<file path="config.mk">
export PLATFORM = sky130hd
export DESIGN_NAME = string_hash_lowbias
export DESIGN_NICKNAME = d
export VERILOG_FILES = /design/src/hw/rtl/shlb_pkg.sv /design/src/hw/rtl/string_hash_lowbias.sv /design/src/hw/rtl/shlb_ctrl.sv /design/src/hw/rtl/shlb_dpath.sv
export SDC_FILE = /design/constraint.sdc
export NUM_CORES = 1
export LEC_CHECK = 0
export ABC_AREA = 0
export BUFFER_PORTS_ARGS = -buffer_cell sky130_fd_sc_hd__buf_2
export CORE_ASPECT_RATIO = 0.6
export CORE_MARGIN = 5
export CORE_UTILIZATION = 30
export DETAILED_ROUTE_END_ITERATION = 16
export PLACE_DENSITY = 0.54
export SYNTH_ARGS = -nofsm -noshare
export SYNTH_HDL_FRONTEND = slang
export SYNTH_SLANG_ARGS = --single-unit
</file>
<file path="constraint.sdc">
create_clock -name clk_i -period 24.4 [get_ports clk_i]
set_input_delay 2.44 -clock clk_i [delete_from_list [all_inputs] [get_ports clk_i]]
set_output_delay 2.44 -clock clk_i [all_outputs]
set_load 0.01 [all_outputs]
</file>
<file path="src/hw/rtl/shlb_pkg.sv">
// Package for the lowbias32 string hash block.
// Holds the shared constants and the command struct used by the controller and datapath.
package shlb_pkg;

  localparam int unsigned LEN_BITS_DEFAULT = 16;
  localparam int unsigned DLEN_W           = 16;
  localparam int unsigned HASH_W           = 32;
  localparam int unsigned BYTE_W           = 8;

  localparam logic [HASH_W-1:0] MIX_MUL_A  = 32'h7feb352d;
  localparam logic [HASH_W-1:0] MIX_MUL_B  = 32'h846ca68b;
  localparam logic [HASH_W-1:0] ZERO_SUBST = 32'h00800800;

  // Input tuser bit positions.
  localparam int unsigned TUSER_FIRST = 0;
  localparam int unsigned TUSER_LAST  = 1;
  localparam int unsigned TUSER_EMPTY = 2;

  // One-hot style commands from the controller to the datapath.
  typedef struct packed {
    logic load_byte;   // add the incoming byte to the running hash
    logic load_empty;  // take an empty-string word
    logic first;       // incoming byte starts a new string
    logic mul_a;       // first multiply of the mixer
    logic mul_b;       // second multiply of the mixer, then final xorshift
    logic xor_len;     // xor the held length into the mixer output
    logic add_len;     // add the held length and replace zero
    logic emit;        // move the result into the output register
  } shlb_cmd_t;

endpackage

</file>
<file path="src/hw/rtl/string_hash_lowbias.sv">
// Top level of the lowbias32 string hash block.
// Joins shlb_ctrl and shlb_dpath; uses shlb_pkg.
//
// The block hashes a byte string that arrives one word per byte on the
// slave stream. The first word of a string carries the declared length,
// which seeds the hash; every byte is added as a sign-extended signed char
// and then mixed by the lowbias32 xorshift-multiply function. After the last
// byte the length is xored in, the hash is mixed once more and the length
// is added; a zero result is replaced by 0x800800. An empty-string word
// yields the hash of length zero at once. The result word also flags a byte
// count that differs from the declared length (the count saturates at the
// top of its LENGTH_BITS range). A single 32x32 multiplier is shared by both
// multiplies of the mixer, so each byte is added first and then runs each
// multiply in its own step; no new word is taken until these are done.
// The last byte adds the final mix and length add and then the result load;
// an empty-string word goes straight to the load. The result sits in an
// output register, so the next string can start while it waits to be taken.
module string_hash_lowbias
  import shlb_pkg::*;
#(
  parameter int unsigned LENGTH_BITS = LEN_BITS_DEFAULT
) (
  input  logic        clk_i,
  input  logic        rst_ni,
  input  logic        s_axis_tvalid,
  output logic        s_axis_tready,
  input  logic [23:0] s_axis_tdata,   // [7:0] data_byte, [23:8] declared_length
  input  logic [2:0]  s_axis_tuser,   // [0] first_of_string, [1] last_of_string,
                                      // [2] empty_string
  output logic        m_axis_tvalid,
  input  logic        m_axis_tready,
  output logic [31:0] m_axis_tdata,   // [31:0] hash_value
  output logic [0:0]  m_axis_tuser    // [0] length_mismatch
);

  shlb_cmd_t cmd;
  logic      mismatch;

  // The controller decides when words are taken and which step runs.
  shlb_ctrl u_ctrl (
    .clk_i       (clk_i),
    .rst_ni      (rst_ni),
    .in_valid_i  (s_axis_tvalid),
    .in_first_i  (s_axis_tuser[TUSER_FIRST]),
    .in_last_i   (s_axis_tuser[TUSER_LAST]),
    .in_empty_i  (s_axis_tuser[TUSER_EMPTY]),
    .in_ready_o  (s_axis_tready),
    .out_valid_o (m_axis_tvalid),
    .out_ready_i (m_axis_tready),
    .cmd_o       (cmd)
  );

  // The datapath holds the running hash, the length and the byte count.
  shlb_dpath #(
    .LENGTH_BITS (LENGTH_BITS)
  ) u_dpath (
    .clk_i             (clk_i),
    .rst_ni            (rst_ni),
    .cmd_i             (cmd),
    .data_byte_i       (s_axis_tdata[7:0]),
    .declared_length_i (s_axis_tdata[23:8]),
    .hash_value_o      (m_axis_tdata),
    .length_mismatch_o (mismatch)
  );

  assign m_axis_tuser[0] = mismatch;

endmodule

</file>
<file path="src/hw/rtl/shlb_ctrl.sv">
// Controller of the lowbias32 string hash block.
// Sequences the shared multiplier and the output register; uses shlb_pkg.
module shlb_ctrl
  import shlb_pkg::*;
(
  input  logic      clk_i,
  input  logic      rst_ni,
  input  logic      in_valid_i,
  input  logic      in_first_i,
  input  logic      in_last_i,
  input  logic      in_empty_i,
  output logic      in_ready_o,
  output logic      out_valid_o,
  input  logic      out_ready_i,
  output shlb_cmd_t cmd_o
);

  typedef enum logic [2:0] {
    ST_IDLE,
    ST_MUL_A,
    ST_MUL_B,
    ST_FIN_A,
    ST_FIN_B,
    ST_FIN_ADD,
    ST_EMIT
  } state_e;

  state_e state_q, state_d;
  logic   last_q, last_d;
  logic   out_valid_q, out_valid_d;
  logic   in_accept;
  logic   out_free;

  assign in_ready_o  = (state_q == ST_IDLE);
  assign in_accept   = in_valid_i && in_ready_o;
  assign out_free    = !out_valid_q || out_ready_i;
  assign out_valid_o = out_valid_q;

  always_comb begin
    state_d = state_q;
    last_d  = last_q;
    cmd_o   = '0;
    unique case (state_q)
      ST_IDLE: begin
        if (in_accept) begin
          if (in_empty_i) begin
            cmd_o.load_empty = 1'b1;
            state_d          = ST_EMIT;
          end else begin
            cmd_o.load_byte = 1'b1;
            cmd_o.first     = in_first_i;
            last_d          = in_last_i;
            state_d         = ST_MUL_A;
          end
        end
      end
      ST_MUL_A: begin
        cmd_o.mul_a = 1'b1;
        state_d     = ST_MUL_B;
      end
      ST_MUL_B: begin
        cmd_o.mul_b   = 1'b1;
        cmd_o.xor_len = last_q;
        state_d       = last_q ? ST_FIN_A : ST_IDLE;
      end
      ST_FIN_A: begin
        cmd_o.mul_a = 1'b1;
        state_d     = ST_FIN_B;
      end
      ST_FIN_B: begin
        cmd_o.mul_b = 1'b1;
        state_d     = ST_FIN_ADD;
      end
      ST_FIN_ADD: begin
        cmd_o.add_len = 1'b1;
        state_d       = ST_EMIT;
      end
      ST_EMIT: begin
        if (out_free) begin
          cmd_o.emit = 1'b1;
          last_d     = 1'b0;
          state_d    = ST_IDLE;
        end
      end
      default: state_d = ST_IDLE;
    endcase
  end

  always_comb begin
    out_valid_d = out_valid_q;
    if (out_ready_i) begin
      out_valid_d = 1'b0;
    end
    if (cmd_o.emit) begin
      out_valid_d = 1'b1;
    end
  end

  always_ff @(posedge clk_i or negedge rst_ni) begin
    if (!rst_ni) begin
      state_q     <= ST_IDLE;
      last_q      <= 1'b0;
      out_valid_q <= 1'b0;
    end else begin
      state_q     <= state_d;
      last_q      <= last_d;
      out_valid_q <= out_valid_d;
    end
  end

  // The output register is loaded only when it is empty or being drained.
  a_emit_free: assert property (@(posedge clk_i) disable iff (!rst_ni)
    cmd_o.emit |-> (!out_valid_q || out_ready_i))
    else $error("result loaded over an untaken result");

  // The datapath never gets two operations in one cycle.
  a_cmd_single: assert property (@(posedge clk_i) disable iff (!rst_ni)
    $onehot0({cmd_o.load_byte, cmd_o.load_empty, cmd_o.mul_a, cmd_o.mul_b,
              cmd_o.add_len, cmd_o.emit}))
    else $error("more than one datapath operation in a cycle");

  // An accepted word always starts work, so the next word waits.
  a_accept_busy: assert property (@(posedge clk_i) disable iff (!rst_ni)
    in_accept |=> !in_ready_o)
    else $error("input ready right after an accepted word");

endmodule

</file>
<file path="src/hw/rtl/shlb_dpath.sv">
// Datapath of the lowbias32 string hash block: running hash, length and byte
// count registers, one shared 32x32 multiplier and the output register; uses shlb_pkg.
module shlb_dpath
  import shlb_pkg::*;
#(
  parameter int unsigned LENGTH_BITS = LEN_BITS_DEFAULT
) (
  input  logic              clk_i,
  input  logic              rst_ni,
  input  shlb_cmd_t         cmd_i,
  input  logic [BYTE_W-1:0] data_byte_i,
  input  logic [DLEN_W-1:0] declared_length_i,
  output logic [HASH_W-1:0] hash_value_o,
  output logic              length_mismatch_o
);

  localparam int unsigned CW = (LENGTH_BITS < DLEN_W) ? LENGTH_BITS : DLEN_W;
  localparam logic [LENGTH_BITS-1:0] COUNT_MAX = '1;

  logic [HASH_W-1:0]      hash_q, hash_d;
  logic [LENGTH_BITS-1:0] held_q, held_d;
  logic [LENGTH_BITS-1:0] seen_q, seen_d;
  logic [HASH_W-1:0]      out_hash_q;
  logic                   out_mis_q;

  logic [LENGTH_BITS-1:0] dlen;
  logic [HASH_W-1:0]      len_ext;
  logic [HASH_W-1:0]      byte_ext;
  logic [HASH_W-1:0]      base_hash;
  logic [LENGTH_BITS-1:0] base_seen;
  logic [HASH_W-1:0]      mul_in;
  logic [HASH_W-1:0]      mul_k;
  logic [HASH_W-1:0]      prod;
  logic [HASH_W-1:0]      mixed;
  logic [HASH_W-1:0]      sum;

  assign dlen     = LENGTH_BITS'(declared_length_i[CW-1:0]);
  assign len_ext  = HASH_W'(held_q);
  assign byte_ext = {{(HASH_W-BYTE_W){data_byte_i[BYTE_W-1]}}, data_byte_i};

  assign base_hash = cmd_i.first ? HASH_W'(dlen) : hash_q;
  assign base_seen = cmd_i.first ? '0 : seen_q;

  // Shared multiplier: the pre-shift differs between the two mixer steps.
  assign mul_in = cmd_i.mul_a ? (hash_q ^ (hash_q >> 16)) : (hash_q ^ (hash_q >> 15));
  assign mul_k  = cmd_i.mul_a ? MIX_MUL_A : MIX_MUL_B;
  assign prod   = mul_in * mul_k;
  assign mixed  = prod ^ (prod >> 16);
  assign sum    = hash_q + len_ext;

  always_comb begin
    hash_d = hash_q;
    held_d = held_q;
    seen_d = seen_q;
    if (cmd_i.load_byte) begin
      hash_d = base_hash + byte_ext;
      if (cmd_i.first) begin
        held_d = dlen;
      end
      seen_d = (base_seen < COUNT_MAX) ? base_seen + 1'b1 : base_seen;
    end
    if (cmd_i.load_empty) begin
      hash_d = ZERO_SUBST;
      held_d = dlen;
      seen_d = '0;
    end
    if (cmd_i.mul_a) begin
      hash_d = prod;
    end
    if (cmd_i.mul_b) begin
      hash_d = cmd_i.xor_len ? (mixed ^ len_ext) : mixed;
    end
    if (cmd_i.add_len) begin
      hash_d = (sum == '0) ? ZERO_SUBST : sum;
    end
    if (cmd_i.emit) begin
      hash_d = '0;
      held_d = '0;
      seen_d = '0;
    end
  end

  always_ff @(posedge clk_i or negedge rst_ni) begin
    if (!rst_ni) begin
      hash_q <= '0;
      held_q <= '0;
      seen_q <= '0;
    end else begin
      hash_q <= hash_d;
      held_q <= held_d;
      seen_q <= seen_d;
    end
  end

  always_ff @(posedge clk_i) begin
    if (cmd_i.emit) begin
      out_hash_q <= hash_q;
      out_mis_q  <= (seen_q != held_q);
    end
  end

  assign hash_value_o      = out_hash_q;
  assign length_mismatch_o = out_mis_q;

  // A byte always leaves a nonzero count behind it.
  a_count_moves: assert property (@(posedge clk_i) disable iff (!rst_ni)
    cmd_i.load_byte |=> (seen_q != '0))
    else $error("byte count zero after a byte");

endmodule

</file>
==> flow_metrics.env <==
export IMPL_slew_headroom_pct=13.2
export IMPL_core_area_mm2=0.0678
export IMPL_port_buffers=65
export IMPL_grt_usage_pct=22.1
export IMPL_insertion_delay_ps=400
export IMPL_r2r_start="u_ctrl.state_q[0]$_DFFE_PN0P_"
export IMPL_htreeDepth=3
export IMPL_whs_ps=582
export IMPL_setup_ws_ps=14330
export IMPL_hold_viol_final=0
export IMPL_nets=2924
export IMPL_cts_tree="done"
export IMPL_post_synth_top_area_cell="fa_1"
export IMPL_gp_congestion=1.01
export IMPL_stdcell_area_mm2=0.0223
export IMPL_yosys_warnings=0
export IMPL_clockRootBuffer="clkbuf_16"
export IMPL_max_cap_violations=0
export IMPL_synthArstFlopShare_pct=67.6
export IMPL_routed_wl_mm=81.2
export IMPL_grt_pass1_wl_mm=118
export IMPL_critical_path_max_stage_delay_ps=1030
export IMPL_hp_class="reg2reg"
export IMPL_synthFlopType="dfrtp_1"
export IMPL_worst_r2r_setup_slack_ps=14330
export IMPL_drt_iter0_markers=2070
export IMPL_cp_max_fo=28
export IMPL_syn_area_mm2=0.0204
export IMPL_overflow=0
export IMPL_start_util_pct=30.1
export IMPL_synthCells=2317
export IMPL_dp_slack_ps=14840
export IMPL_area_growth_pct=9.14
export IMPL_wl_per_cell_um=24.5
export IMPL_worst_pin_slew_ps=1290
export IMPL_critPathSlowestCell="xnor2_1"
export IMPL_holdPathEnd="u_dpath.held_q[13]$_DFFE_PN0P_"
export IMPL_cp_required_ps=24660
export IMPL_tns_ps=0
export IMPL_synth_cell_type_count=83
export IMPL_timing_rr_end="u_dpath.hash_q[23]$_DFFE_PN0P_"
export IMPL_grt_max_degree=70
export IMPL_min_period_over_period_pct=41.3
export IMPL_yosysTopAreaCellShare_pct=29.0
export IMPL_dieHeight_um=212
export IMPL_cp_end_kind="flop"
export IMPL_via_per_inst=5.26
export IMPL_worstPathArrival_ps=10330
export IMPL_cts_resized=0
export IMPL_cts_buffers=9
export IMPL_rsz0062_at_grt="false"
export IMPL_synthTopCellsByArea="fa_1, ha_1, dfrtp_1"
export IMPL_cts_setup_buffers=0
export IMPL_die_w_um=347
export IMPL_drive_gt1_share_pct=6.08
export IMPL_maxSlewViolCount=0
export IMPL_ff2ff_path_depth=30
export IMPL_postCtsHoldBufs=0
export IMPL_num_vias=17400
export IMPL_yosysSeqAreaShare_pct=13.3
export IMPL_placed_area_mm2=0.0220
export IMPL_synth_edf_count=33
export IMPL_fin_skew_ps=17.4
export IMPL_io_pin_count=66
export IMPL_die_area_mm2=0.0735
export IMPL_numClockSinks=102
export IMPL_hpwl_mm=69.1
export IMPL_clk_path_buf_depth=2
export IMPL_clock_fmax_mhz=99.3
export IMPL_whs_path_depth=2
export IMPL_cts_reportedPaths_clkPinSlew_ps=90
export IMPL_startpoint_type="flop"
export IMPL_crit_top_cell="inv_1"
export IMPL_rows=74
export IMPL_hold_start="u_dpath.held_q[13]$_DFFE_PN0P_"
export IMPL_antenna_found_initial=2
export IMPL_first_pass_iters=6
export IMPL_setup_violations=0
export IMPL_ys_seq_elements=102
export IMPL_run_status="finished, final reports clean"
export IMPL_grt_pass1_vias=17100
export IMPL_drcViolationCount=0
export IMPL_critPathKind="reg2reg"
export IMPL_period_minus_slack_ps=10070
export IMPL_syn_area_per_cell_um2=8.81
export IMPL_ant_nets=0
[critical path: cells and delay by family (launching register included)]
family | cells | cell delay, ps
adder cells (fa/ha/maj) | 9 | 3900
XOR/XNOR | 2 | 1220
buffers and inverters | 7 | 560
AND/OR/NAND/NOR | 5 | 1280
flip-flops | 1 | 880
AO/OA/AOI/OAI | 7 | 2110
[placed cells by master, fill, tap and decap left out, types with 69 or more instances in the layout]
| cell | n |
|---|---|
| inv_1 | 457 |
| fa_1 | 296 |
| nand2_1 | 263 |
| ha_1 | 202 |
| xnor2_1 | 118 |
| a21oi_1 | 116 |
| o21ai_0 | 93 |
| nor2_1 | 85 |
| xor2_1 | 74 |
| dfrtp_1 | 69 |
[sequential cells by signal, indices dropped and copies added, names as in the netlist]
name,cells
u_dpath.hash_q,32
u_dpath.hash_value_o,32
u_dpath.held_q,16
u_dpath.seen_q,16
u_ctrl.state_q,3
u_ctrl.last_q,1
u_ctrl.out_valid_o,1
u_dpath.length_mismatch_o,1
[worst max path at each step]
| stage | slack, ps | startpoint | end | depth (start not counted) |
|---|---|---|---|---|
| after floorplan | 16060 | u_ctrl.state_q[2]$_DFFE_PN0P_ | u_dpath.hash_q[12]$_DFFE_PN0P_ | 29 |
| after global placement | 14900 | u_ctrl.state_q[0]$_DFFE_PN0P_ | u_dpath.hash_q[3]$_DFFE_PN0P_ | 32 |
| after detailed placement | 14840 | u_ctrl.state_q[0]$_DFFE_PN0P_ | u_dpath.hash_q[13]$_DFFE_PN0P_ | 30 |
| after CTS | 14800 | u_ctrl.state_q[0]$_DFFE_PN0P_ | u_dpath.hash_q[13]$_DFFE_PN0P_ | 30 |
| after global routing | 13790 | u_ctrl.state_q[0]$_DFFE_PN0P_ | u_dpath.hash_q[13]$_DFFE_PN0P_ | 30 |
| final | 14330 | u_ctrl.state_q[0]$_DFFE_PN0P_ | u_dpath.hash_q[23]$_DFFE_PN0P_ | 30 |
[cells in the mapped netlist (14+ instances only)]
library cell	instances
ha_1	202
xor2_1	74
xnor2_1	118
a211oi_1	17
nand3_1	46
o21a_1	14
edfxtp_1	33
nand2_1	263
nor2b_1	15
dfrtp_1	69
a21oi_1	116
nand4_1	14
nor2_1	85
nand2b_1	26
nor3_1	23
o21ai_0	93
a21o_1	27
inv_1	458
fa_1	296
clkbuf_1	52
and2_1	24
nor4_1	15
[cells by family (layout without fill, tap and decap cells)]
group,after synthesis,after routing,share of synthesized area (%)
other cells,2,41,0.0368
buf+inv,531,576,10.1
fa+ha+maj,498,498,41.4
simple gates,553,553,12.5
xor+xnor,192,192,8.24
mux,13,13,0.637
compound gates,426,426,13.8
flops,102,102,13.3
[routing by layer]
metal | wire length (um) | vias up | global-route usage (%) | part of all wire, %
li1 | - | 7643 | - | -
met1 | 39700 | 8702 | 34.9 | 49
met2 | 27600 | 1012 | 26.0 | 34
met3 | 13300 | 59 | 11.9 | 16
met4 | 611 | 0 | 2.11 | 0.75
met5 | 0 | - | 0 | 0
[metrics by stage]
stage	utilization, %	instances
after CTS	32.9	3312
after global routing	32.9	3312
after global placement	32.4	3296
final	32.9	3313
after floorplan	-	2355
after detailed placement	32.4	3296
[cell type report]
cell class,count,area [um^2]
fillers,7126,45500
flip-flops and latches,102,2720
multi-input cells,1722,15800
repair buffers,101,598
inverters,459,1720
diodes,1,2.50
clock buffers,9,225
well taps,912,1140
clock inverters,7,78.8
Power is left out: the tool's default activity adds up to more than one toggle a clock period on the data nets, which glitch-free logic cannot reach.
